**config.mk**
```make
export PLATFORM = sky130hd
export DESIGN_NAME = two_master_bus_arbiter_unit_flat
export DESIGN_NICKNAME = d
export VERILOG_FILES = /design/src/hw/rtl/tmba_pkg.sv /design/src/hw/rtl/tmba_if.sv /design/src/hw/rtl/two_master_bus_arbiter_unit.sv /design/src/flat_wrapper.sv
export SDC_FILE = /design/constraint.sdc
export NUM_CORES = 1
export LEC_CHECK = 0
export BUFFER_PORTS_ARGS = -buffer_cell sky130_fd_sc_hd__buf_2
export CAP_MARGIN = 10
export CORE_MARGIN = 4
export CORE_UTILIZATION = 59
export CTS_BUF_LIST = sky130_fd_sc_hd__clkbuf_4
export DETAILED_ROUTE_END_ITERATION = 6
export PLACE_DENSITY = 0.83
export SETUP_SLACK_MARGIN = 0.1
export SYNTH_ARGS = -nofsm -noshare
export SYNTH_HDL_FRONTEND = slang
export SYNTH_SLANG_ARGS = --single-unit
```
**constraint.sdc**
```tcl
create_clock -name clk -period 3.3 [get_ports clk]
set_input_delay 0.165 -clock clk [delete_from_list [all_inputs] [get_ports clk]]
set_output_delay 0.165 -clock clk [all_outputs]
set_load 0.02 [all_outputs]
```
**src/hw/rtl/tmba_pkg.sv**
```systemverilog
// Shared types, codes and constants for the two-master bus arbiter unit.
// No dependencies; used by the top level and the testbench.
`default_nettype none

package tmba_pkg;

  localparam int COUNTER_BITS = 16;
  localparam int CFG_W        = 16;
  localparam int CFG_INDEX_W  = 1;
  localparam int CMP_W        = (COUNTER_BITS > CFG_W) ? COUNTER_BITS : CFG_W;

  localparam logic [CFG_W-1:0] FORCE_AFTER_RESET   = CFG_W'(125);
  localparam logic [CFG_W-1:0] GIVE_UP_AFTER_RESET = CFG_W'(250);

  localparam logic [7:0] CTL_INIT     = 8'h10;
  localparam logic [7:0] CTL_REQ      = 8'h80;
  localparam logic [7:0] ST_OTHER_REQ = 8'h80;

  typedef enum logic [1:0] {
    MODE_START   = 2'd0,
    MODE_POLL    = 2'd1,
    MODE_TICK    = 2'd2,
    MODE_RELEASE = 2'd3
  } mode_t;

  typedef enum logic [2:0] {
    OUT_RETRY    = 3'd0,
    OUT_ACQUIRED = 3'd1,
    OUT_RDERR    = 3'd2,
    OUT_TIMEOUT  = 3'd3,
    OUT_NONE     = 3'd4
  } outcome_t;

  typedef enum logic [1:0] {
    DLY_SHORT = 2'd0,
    DLY_LONG  = 2'd1,
    DLY_XLONG = 2'd2
  } delay_t;

  typedef enum logic [CFG_INDEX_W-1:0] {
    CFG_FORCE_AFTER   = 1'b0,
    CFG_GIVE_UP_AFTER = 1'b1
  } cfg_index_t;

  typedef logic [7:0] cmd_table_t [16];
  localparam cmd_table_t CMD_TABLE = '{
    8'd4, 8'd0, 8'd1, 8'd5, 8'd4, 8'd4, 8'd5, 8'd5,
    8'd0, 8'd0, 8'd1, 8'd1, 8'd0, 8'd4, 8'd5, 8'd1
  };

  // a two-bit field reads as "off" when both bits agree
  function automatic logic pair_off(input logic [1:0] f);
    return f[1] == f[0];
  endfunction

endpackage

`default_nettype wire

```
**src/hw/rtl/tmba_if.sv**
```systemverilog
// Valid/ready channel interfaces for the arbiter's input and result transactions.
// No dependencies; field widths are written out as literals.
`default_nettype none

interface tmba_in_if;
  logic       valid;
  logic       ready;
  logic [1:0] mode;
  logic [7:0] control_value;
  logic [7:0] status_value;
  logic       read_failed;

  modport source(output valid, mode, control_value, status_value, read_failed,
                 input ready);
  modport sink(input valid, mode, control_value, status_value, read_failed,
               output ready);
endinterface

interface tmba_out_if;
  logic       valid;
  logic       ready;
  logic       write_enable;
  logic [7:0] write_data;
  logic [2:0] outcome;
  logic [1:0] retry_delay;

  modport source(output valid, write_enable, write_data, outcome, retry_delay,
                 input ready);
  modport sink(input valid, write_enable, write_data, outcome, retry_delay,
               output ready);
endinterface

`default_nettype wire

```
**src/hw/rtl/two_master_bus_arbiter_unit.sv**
```systemverilog
// Two-master bus arbiter, requesting side: one result per input transaction.
// The result is valid in the cycle after acceptance; throughput 1 transaction
// per cycle, set by the single result register (input taken whenever that
// register is empty or being drained). Synchronous active-high reset clears
// the acquire flag, tick counter and result valid, and loads register defaults.
// Depends on tmba_pkg and tmba_if.
`default_nettype none

module two_master_bus_arbiter_unit (
  input  wire logic                             clk,
  input  wire logic                             rst,
  input  wire logic                             cfg_we,
  input  wire logic [tmba_pkg::CFG_INDEX_W-1:0] cfg_index,
  input  wire logic [tmba_pkg::CFG_W-1:0]       cfg_data,
  tmba_in_if.sink                               in_ch,
  tmba_out_if.source                            out_ch
);

  logic [tmba_pkg::CFG_W-1:0]        force_after;
  logic [tmba_pkg::CFG_W-1:0]        give_up_after;
  logic                              acquiring;
  logic                              acquiring_next;
  logic [tmba_pkg::COUNTER_BITS-1:0] elapsed;
  logic [tmba_pkg::COUNTER_BITS-1:0] elapsed_next;

  logic       out_valid;
  logic       out_we;
  logic [7:0] out_data;
  logic [2:0] out_outcome;
  logic [1:0] out_delay;

  logic                  we_next;
  logic [7:0]            data_next;
  tmba_pkg::outcome_t    outcome_next;
  tmba_pkg::delay_t      delay_next;

  logic                       accept;
  logic [7:0]                 ctl;
  logic                       on_off;
  logic                       own_off;
  logic [tmba_pkg::CMP_W-1:0] elapsed_x;
  logic                       forced;
  logic                       timed_out;
  logic [7:0]                 cmd;

  assign in_ch.ready = !out_valid || out_ch.ready;
  assign accept      = in_ch.valid && in_ch.ready;

  assign ctl       = in_ch.control_value;
  assign on_off    = tmba_pkg::pair_off(ctl[3:2]);
  assign own_off   = tmba_pkg::pair_off(ctl[1:0]);
  assign elapsed_x = tmba_pkg::CMP_W'(elapsed);
  assign forced    = elapsed_x >= tmba_pkg::CMP_W'(force_after);
  assign timed_out = elapsed_x >  tmba_pkg::CMP_W'(give_up_after);
  assign cmd       = tmba_pkg::CMD_TABLE[ctl[3:0]];

  always_comb begin
    acquiring_next = acquiring;
    elapsed_next   = elapsed;
    we_next        = 1'b0;
    data_next      = 8'h00;
    outcome_next   = tmba_pkg::OUT_NONE;
    delay_next     = tmba_pkg::DLY_SHORT;
    unique case (tmba_pkg::mode_t'(in_ch.mode))
      tmba_pkg::MODE_START: begin
        elapsed_next   = '0;
        acquiring_next = 1'b1;
      end
      tmba_pkg::MODE_TICK: begin
        if (elapsed != '1) begin
          elapsed_next = elapsed + 1'b1;
        end
      end
      tmba_pkg::MODE_RELEASE: begin
        acquiring_next = 1'b0;
        if (!in_ch.read_failed && !on_off && own_off) begin
          we_next   = 1'b1;
          data_next = {5'b0, ctl[3], 2'b0};
        end
      end
      tmba_pkg::MODE_POLL: begin
        priority if (!acquiring) begin
          outcome_next = tmba_pkg::OUT_NONE;
        end else if (timed_out) begin
          acquiring_next = 1'b0;
          outcome_next   = tmba_pkg::OUT_TIMEOUT;
        end else if (in_ch.read_failed) begin
          acquiring_next = 1'b0;
          outcome_next   = tmba_pkg::OUT_RDERR;
        end else if (on_off) begin
          outcome_next = tmba_pkg::OUT_RETRY;
          if ((in_ch.status_value & tmba_pkg::ST_OTHER_REQ) == 8'h00 || forced) begin
            we_next    = 1'b1;
            data_next  = cmd | tmba_pkg::CTL_REQ;
            delay_next = tmba_pkg::DLY_SHORT;
          end else begin
            delay_next = tmba_pkg::DLY_XLONG;
          end
        end else if (own_off) begin
          acquiring_next = 1'b0;
          outcome_next   = tmba_pkg::OUT_ACQUIRED;
          if ((ctl & (tmba_pkg::CTL_REQ | tmba_pkg::CTL_INIT)) != 8'h00) begin
            we_next   = 1'b1;
            data_next = ctl & ~(tmba_pkg::CTL_REQ | tmba_pkg::CTL_INIT);
          end
        end else begin
          outcome_next = tmba_pkg::OUT_RETRY;
          delay_next   = tmba_pkg::DLY_LONG;
          priority if (forced) begin
            we_next   = 1'b1;
            data_next = cmd | tmba_pkg::CTL_INIT | tmba_pkg::CTL_REQ;
          end else if ((ctl & tmba_pkg::CTL_REQ) == 8'h00) begin
            we_next   = 1'b1;
            data_next = ctl | tmba_pkg::CTL_REQ;
          end else begin
            we_next = 1'b0;
          end
        end
      end
    endcase
  end

  always_ff @(posedge clk) begin
    if (rst) begin
      force_after   <= tmba_pkg::FORCE_AFTER_RESET;
      give_up_after <= tmba_pkg::GIVE_UP_AFTER_RESET;
    end else if (cfg_we) begin
      unique case (tmba_pkg::cfg_index_t'(cfg_index))
        tmba_pkg::CFG_FORCE_AFTER:   force_after   <= cfg_data;
        tmba_pkg::CFG_GIVE_UP_AFTER: give_up_after <= cfg_data;
      endcase
    end
  end

  always_ff @(posedge clk) begin
    if (rst) begin
      acquiring <= 1'b0;
      elapsed   <= '0;
      out_valid <= 1'b0;
    end else begin
      if (accept) begin
        acquiring <= acquiring_next;
        elapsed   <= elapsed_next;
        out_valid <= 1'b1;
      end else if (out_ch.ready) begin
        out_valid <= 1'b0;
      end
    end
  end

  always_ff @(posedge clk) begin
    if (accept) begin
      out_we      <= we_next;
      out_data    <= data_next;
      out_outcome <= outcome_next;
      out_delay   <= delay_next;
    end
  end

  assign out_ch.valid        = out_valid;
  assign out_ch.write_enable = out_we;
  assign out_ch.write_data   = out_data;
  assign out_ch.outcome      = out_outcome;
  assign out_ch.retry_delay  = out_delay;

endmodule

`default_nettype wire

```
**src/flat_wrapper.sv**
```systemverilog
// flat-port wrapper written by rule: the top's interface ports become plain ports
module two_master_bus_arbiter_unit_flat 
  (clk, rst, cfg_we, cfg_index, cfg_data, in_ch_valid, in_ch_mode, in_ch_control_value, in_ch_status_value, in_ch_read_failed, in_ch_ready, out_ch_valid, out_ch_write_enable, out_ch_write_data, out_ch_outcome, out_ch_retry_delay, out_ch_ready);
  tmba_in_if in_ch_i ();
  tmba_out_if out_ch_i ();
  input  wire logic clk;
  input  wire logic rst;
  input  wire logic cfg_we;
  input  wire logic [tmba_pkg::CFG_INDEX_W-1:0] cfg_index;
  input  wire logic [tmba_pkg::CFG_W-1:0] cfg_data;
  input wire logic [$bits(in_ch_i.valid)-1:0] in_ch_valid;
  input wire logic [$bits(in_ch_i.mode)-1:0] in_ch_mode;
  input wire logic [$bits(in_ch_i.control_value)-1:0] in_ch_control_value;
  input wire logic [$bits(in_ch_i.status_value)-1:0] in_ch_status_value;
  input wire logic [$bits(in_ch_i.read_failed)-1:0] in_ch_read_failed;
  output wire logic [$bits(in_ch_i.ready)-1:0] in_ch_ready;
  output wire logic [$bits(out_ch_i.valid)-1:0] out_ch_valid;
  output wire logic [$bits(out_ch_i.write_enable)-1:0] out_ch_write_enable;
  output wire logic [$bits(out_ch_i.write_data)-1:0] out_ch_write_data;
  output wire logic [$bits(out_ch_i.outcome)-1:0] out_ch_outcome;
  output wire logic [$bits(out_ch_i.retry_delay)-1:0] out_ch_retry_delay;
  input wire logic [$bits(out_ch_i.ready)-1:0] out_ch_ready;
  assign in_ch_i.valid = in_ch_valid;
  assign in_ch_i.mode = in_ch_mode;
  assign in_ch_i.control_value = in_ch_control_value;
  assign in_ch_i.status_value = in_ch_status_value;
  assign in_ch_i.read_failed = in_ch_read_failed;
  assign in_ch_ready = in_ch_i.ready;
  assign out_ch_valid = out_ch_i.valid;
  assign out_ch_write_enable = out_ch_i.write_enable;
  assign out_ch_write_data = out_ch_i.write_data;
  assign out_ch_outcome = out_ch_i.outcome;
  assign out_ch_retry_delay = out_ch_i.retry_delay;
  assign out_ch_i.ready = out_ch_ready;
  two_master_bus_arbiter_unit u_core (.clk(clk), .rst(rst), .cfg_we(cfg_we), .cfg_index(cfg_index), .cfg_data(cfg_data), .in_ch(in_ch_i), .out_ch(out_ch_i));
endmodule
```
Yosys cells after proc, flatten, opt, wreduce, memory -nomap -nowiden
Memories as Yosys holds them, arrays and structs flattened.
Cells that the tools add are included.
- add/sub/neg operators: 1
- order comparisons: 3
- equality and inequality tests: 7
- muxes and demuxes: 41
- bitwise logic cells: 4
- reductions and logical operators: 21
- operators with widths (kind ; count):
    8-bit two-way mux ; 8
    16-bit one-hot mux with 2 select lines ; 1
    7-bit two-way mux ; 3
    1-bit two-way mux ; 19
    16-bit by 1-bit adder with 16-bit output (second input constant) ; 1
    16-bit greater-or-equal comparator ; 1
    16-bit greater-than comparator ; 1
    8-bit logical NOT ; 2
    16-bit two-way mux ; 1
    16-bit != test (second input constant) ; 1
    8-bit one-hot mux with 2 select lines ; 1
    3-bit two-way mux ; 4
    2-bit AND reduction ; 4
    8-bit nonzero test ; 1
    5-bit greater-or-equal comparator (second input constant) ; 1
    4-bit NOT with 5-bit output ; 1
    2-bit equality test (second input constant) ; 2
    2-bit two-way mux ; 2
    2-bit nonzero test ; 2
    4-bit OR reduction ; 1
    1-bit logical AND ; 3
    1-bit logical NOT ; 3
    1-bit NOT ; 3
    1-bit one-hot mux with 3 select lines ; 1
    other kinds (8) ; 10
- bits in registers: 64
- bits in read-only memories: 128
- output and inout bits: 16
- word-level logic and storage cells: 87
- memories: 1
- memory list (name ; depth ; width ; rd ports ; clocked after memory_dff ; wr ports ; line ; text):
    (no name shown) ; 16 ; 8 ; 1 ; 0 ; 0 ; two_master_bus_arbiter_unit.sv:55 ; assign cmd = tmba_pkg::CMD_TABLE[ctl[3:0]];

Depth between registers and ports, before layout
- depth in word-level cells: 11
- depth in mapped cells: 10
- depth with buffers taken out: 9

Worst setup path before layout
No wires, ideal clock.
- path kind: reg2reg
- start point: register u_core.elapsed[0] (netlist name)
- end point: register u_core.out_data[5] (netlist: u_core.out_ch.write_data[5]) (data pin)
- setup time: 0.169 ns
- data arrival time: 2.146 ns
- data required time: 3.131 ns
- path slack: 0.985 ns
- stages on the path, launching flop included: 11
- buffers on the path: 1
- period minus slack after synthesis: 2.315 ns
- path through: dfxtp_1 inv_1 ha_1 nand2b_4 a2111oi_4 o32ai_1 or3_1 buf_6 nor2_4 a21oi_2 nor4b_2
- word-level cells in the longest chain between the ends: 8
- elaborated cells on any way between the ends: 11
- RTL lines (item ; line ; text):
    from (decl) ; two_master_bus_arbiter_unit.sv:23 ; logic [tmba_pkg::COUNTER_BITS-1:0] elapsed;
    from (signal assigned) ; two_master_bus_arbiter_unit.sv:143 ; elapsed <= elapsed_next;
    16-bit greater-or-equal comparator ; two_master_bus_arbiter_unit.sv:53 ; assign forced = elapsed_x >= tmba_pkg::CMP_W'(force_after);
    8-bit two-way mux / 1-bit logical OR (equally long branches) ; two_master_bus_arbiter_unit.sv:109, two_master_bus_arbiter_unit.sv:92 ;
    8-bit two-way mux (on tied branches) ; two_master_bus_arbiter_unit.sv:99, two_master_bus_arbiter_unit.sv:92 ;
    8-bit two-way mux ; two_master_bus_arbiter_unit.sv:90 ; end else if (on_off) begin
    8-bit two-way mux ; two_master_bus_arbiter_unit.sv:87 ; end else if (in_ch.read_failed) begin
    8-bit two-way mux (*) ; two_master_bus_arbiter_unit.sv:84 ; end else if (timed_out) begin
    8-bit two-way mux (*) ; two_master_bus_arbiter_unit.sv:82 ; priority if (!acquiring) begin
    8-bit one-hot mux with 2 select lines (*) ; two_master_bus_arbiter_unit.sv:64 ; unique case (tmba_pkg::mode_t'(in_ch.mode))
    via u_core.data_next[5] ; two_master_bus_arbiter_unit.sv:33 ; logic [7:0] data_next;
    to (signal assigned) ; two_master_bus_arbiter_unit.sv:154 ; out_data <= data_next;
    to (decl) ; two_master_bus_arbiter_unit.sv:28 ; logic [7:0] out_data;
The timed path passes the listed nets; every way through them passes the cells marked *.
A chain may end at the register's enable or synchronous reset.

Final worst setup path
- start point: register u_core.elapsed[0] (netlist name)
- end point: register u_core.out_data[0] (netlist: u_core.out_ch.write_data[0]) (data pin)
The elaborated chain is that of the path after synthesis.

==> qor.log <==
[timing] Max Clock Freq 382 MHz
[drt] mean number of vias per cell 5.51
[global_route] Overall Global Routing Usage 0.228
[logic_synthesis] Seq cells post-synth 64
[timing] endpoints failing setup 0
[worst_setup_path] class of the most critical setup path flip-flop to flip-flop
[logic_synthesis] count of flip-flops with a built-in enable after synthesis 14
[floorplanning] floorplan die area 7300 um^2
[power_and_ir_drop] Final Total Pwr 1.51 mW
[drt] total length of routed wires 7.93 mm
[logic_synthesis] mux cell area share after synthesis 0
[global_route] overall overflow remaining after global route 0
[placed_design] Place WS 0.680 ns
[logic_synthesis] warning count from the yosys run 0
[layout] nets 549
[logic_synthesis] portion of the post-synthesis area used by sequential elements 0.402
[cts] clock-pin slew of the registers on the worst-case setup and hold paths 0.10 ns
[logic_synthesis] XOR/XNOR Fraction of Synth Area 0.0421
[timing] final critical delay including setup and external delays 2.62 ns
[floorplanning] effective utilization at floorplan 0.623
[logic_synthesis] combinational family with the most area after synthesis simple AND/OR/NAND/NOR gates
[drt] 1st-pass router iterations 4
[power_and_ir_drop] part of the power in registers 0.560
[layout] Filler cells 434
[cts] root buf cell clkbuf_4
[layout] total inserted antenna cells 0
[placed_design] number of port buffers 49
[timing] setup repair after global routing missed its margin no
[logic_synthesis] synthesized-area fraction occupied by and/or/nand/nor cells 0.241
[run] max-cap violations 0
[cts] number of levels in the clock H-tree 3
[logic_synthesis] Async S/R FF share, synth 0
[run_status] status complete, no violations
[worst_setup_path] CP max stage cell or3_1
[timing] actual slew at the worst max-slew pin 0.782 ns
[timing] post-route setup TNS 0 ns
[worst_setup_path] worst endpoint required time 3.52 ns
[power_and_ir_drop] Leak Pwr 1.81 nW
[cts] number of buffers added by the clock tree synthesis step 9
[worst_setup_path] endpoint class of the critical path flip-flop
[logic_synthesis] average footprint of a synthesized cell 8.56 um^2
[floorplanning] placeable core region 5680 um^2
[cts] latest clock arrival within the worst-skew pair 0.41 ns
[layout] most frequent cells in the layout 73 x nand2_1, 50 x dfxtp_1, 49 x buf_2
[layout] leading cell type in the layout, fill and taps excluded nand2_1
[worst_setup_path] setup slack on the worst flop-to-flop path 0.68 ns
[power_and_ir_drop] share of power burned in combinational logic 0.149
[power_and_ir_drop] internal power 1.10 mW
[logic_synthesis] instance count of the mapped netlist 413
[worst_setup_path] Max FO, Critical Path 7
[layout] Area growth syn-to-layout 15.4%
[floorplanning] vertical die dimension 85.4 um
[timing] share of the cycle needed by the critical path after routing 0.794
[global_route] largest net degree at the start of global routing 38
[cts] TritonCTS clock tree yes
[worst_setup_path] Top delay family on crit path simple AND/OR/NAND/NOR gates
[power_and_ir_drop] net switching power of the design 0.401 mW
[drt] Via Count 3038
[worst_setup_path] crit path DAT 2.84 ns
[worst_setup_path] R2R Path End u_core.out_ch.write_data[0]$_DFFE_PP_
[timing] setup slack after layout 0.679 ns
[timing] Final Slew Violations 0
[drt] Detail Route Antenna Nets 0
[cts] number of buffers added to fix hold violations after cts 16
[hold_path] count of cells along the worst hold path 3
[timing] final setup skew 0.0149 ns
[global_route] global-route wire length before repair 13.4 mm
[logic_synthesis] primary flip-flop cell chosen by synthesis mapping dfxtp_1
[power_and_ir_drop] net switching share of the total power 0.267
[logic_synthesis] synthesized-area fraction occupied by adder cells 0.117
[worst_setup_path] FF-to-FF Start u_core.elapsed[0]$_SDFFE_PP0P_
[timing] Slew Limit Headroom 0.478
[timing] final hold violation count 0
[placed_design] Detailed Place HPWL 5.97 mm
[layout] share of layout cells above drive strength 1 0.163
[floorplanning] Std-Cell Rows 27
[global_route] vias in the first global route 2930
[hold_path] Min-Delay Path Class primary input to flip-flop
[floorplanning] DIE WIDTH 85.4 um
[worst_setup_path] depth of the most critical reg-to-reg path 9
[cts] Resized cells post-CTS 0
[logic_synthesis] complex-gate fraction of the synthesized area 0.137
[worst_setup_path] sequence of cells on the critical path inv_1 -> ha_1 -> nand2b_4 -> a2111oi_4 -> o32ai_1 -> or3_1 -> nor2_4 -> nor3_1 -> nor4_1
[power_and_ir_drop] P per Cell Area 369 nW/um^2
[drt] final routed DRC violation total 0
[power_and_ir_drop] power share of the clock group 0.290
[cts] Setup Buffers After CTS 0
[floorplanning] number of ports placed on the die boundary 57
[worst_setup_path] slowest stage delay, CP 0.47 ns
[cts] number of clock sinks 64
[logic_synthesis] Distinct cells, synth 44
[worst_setup_path] Setup crit start kind flip-flop
[logic_synthesis] post-synthesis instance area 3540 um^2
[placed_design] Placer Congestion 0.855
[hold_path] critical hold path startpoint in_ch_valid
[logic_synthesis] synthesized netlist net count 487
[drt] violation count after the first detailed-route iteration 159
[global_route] number of antenna violations at the first check in global routing 0
[drt] routed wirelength normalized by instance count 14.4 um
[worst_setup_path] buffering stage count on the worst path with inverters included 1
[cts] Bufs on Longest Clock Path 2
[power_and_ir_drop] largest vdd supply drop 262 uV
[hold_path] destination of the worst hold path u_core.out_ch.valid$_SDFFE_PP0P_
state kept, by name (all words and copies together) (netlist names):
register / count
u_core.out_ch.valid: 1
u_core.give_up_after: 16
u_core.out_ch.retry_delay: 2
u_core.force_after: 16
u_core.elapsed: 16
u_core.out_ch.write_enable: 1
u_core.out_ch.outcome: 3
u_core.acquiring: 1
u_core.out_ch.write_data: 8
through the flow:
stage / cell area, um^2 / cells / utilization / hold WS (ns)
global placement: 3810 / 520 / 0.672 / 0.381
global route: 4080 / 551 / 0.719 / 0.0143
floorplan: 3540 / 413 / - / 0.283
finish: 4080 / 551 / 0.719 / 0.0343
CTS: 4080 / 551 / 0.719 / 0.00813
detailed placement: 3810 / 520 / 0.672 / 0.385
worst max path at each step:
stage | start | to | depth (start not counted)
6_report | u_core.elapsed[0]$_SDFFE_PP0P_ | u_core.out_ch.write_data[0]$_DFFE_PP_ | 9
5_1_grt | u_core.elapsed[0]$_SDFFE_PP0P_ | u_core.out_ch.write_data[0]$_DFFE_PP_ | 9
4_1_cts | u_core.elapsed[0]$_SDFFE_PP0P_ | u_core.out_ch.write_data[0]$_DFFE_PP_ | 9
3_5_place_dp | u_core.elapsed[0]$_SDFFE_PP0P_ | u_core.out_ch.write_data[0]$_DFFE_PP_ | 9
3_3_place_gp | u_core.elapsed[0]$_SDFFE_PP0P_ | u_core.out_ch.write_data[0]$_DFFE_PP_ | 9
2_1_floorplan | u_core.elapsed[0]$_SDFFE_PP0P_ | u_core.out_ch.write_data[5]$_DFFE_PP_ | 10
synthesized netlist by cell type, drive strengths merged (2+ instances only):
cell type	n	area, um^2
dfxtp	50	1000
a21o	4	30.0
xnor2	5	43.8
nor3	7	35.0
nand3b	7	52.6
nor2b	2	12.5
o31ai	2	15.0
and3	3	18.8
nand3	11	55.1
nor4	3	18.8
nand2b	5	38.8
and2	2	12.5
nor4b	3	45.0
a211o	7	61.3
buf	3	20.0
nand4	13	93.8
a21oi	42	218
xor2	12	105
o21ai	5	25.0
edfxtp	14	420
nand2	73	274
a211oi	3	22.5
or3	3	18.8
ha	33	413
clkbuf	12	45.0
nor2	39	156
inv	40	150
area by class of cell:
cell class / count / area [um^2] / share of cell area
clock buffers: 13 / 97.6 / 0.0239
clock inverters: 2 / 8.76 / 0.00215
inverters: 40 / 150 / 0.0368
multi-input cells: 294 / 1900 / 0.466
flip-flops and latches: 64 / 1420 / 0.348
well taps: 72 / 90.1 / 0.0221
repair buffers: 66 / 413 / 0.101
worst reg2reg max path: cells and delay by family, from the launching register on:
family          cells  cell delay [ns]
compound gates      2             0.47
fa+ha+maj           1             0.31
buf+inv             1             0.12
flops               1             0.41
simple gates        5             1.14
layer usage:
layer,track usage,part of all wire,vias up
met5,0,0,-
met4,0.0748,0.015,0
met3,0.0612,0.061,16
met2,0.368,0.48,85
met1,0.296,0.45,1401
li1,-,-,1536
kinds of logic (layout without fill, tap and decap cells):
group,Yosys count,in the layout
AO/OA/AOI/OAI,71,71
buffers and inverters,55,121
XOR/XNOR,17,17
AND/OR/NAND/NOR,173,173
adder cells (fa/ha/maj),33,33
flip-flops,64,64
power by group through the flow:
stage               combinational [mW]  sequential (mW)  clock (mW)
finish                           0.225            0.843       0.437
global route                     0.250            0.847       0.491
CTS                              0.224            0.843       0.447
detailed placement               0.208            0.862           0
global placement                 0.200            0.860           0
floorplan                        0.132            0.870           0
Note: power is estimated with default switching activity, not from simulation.
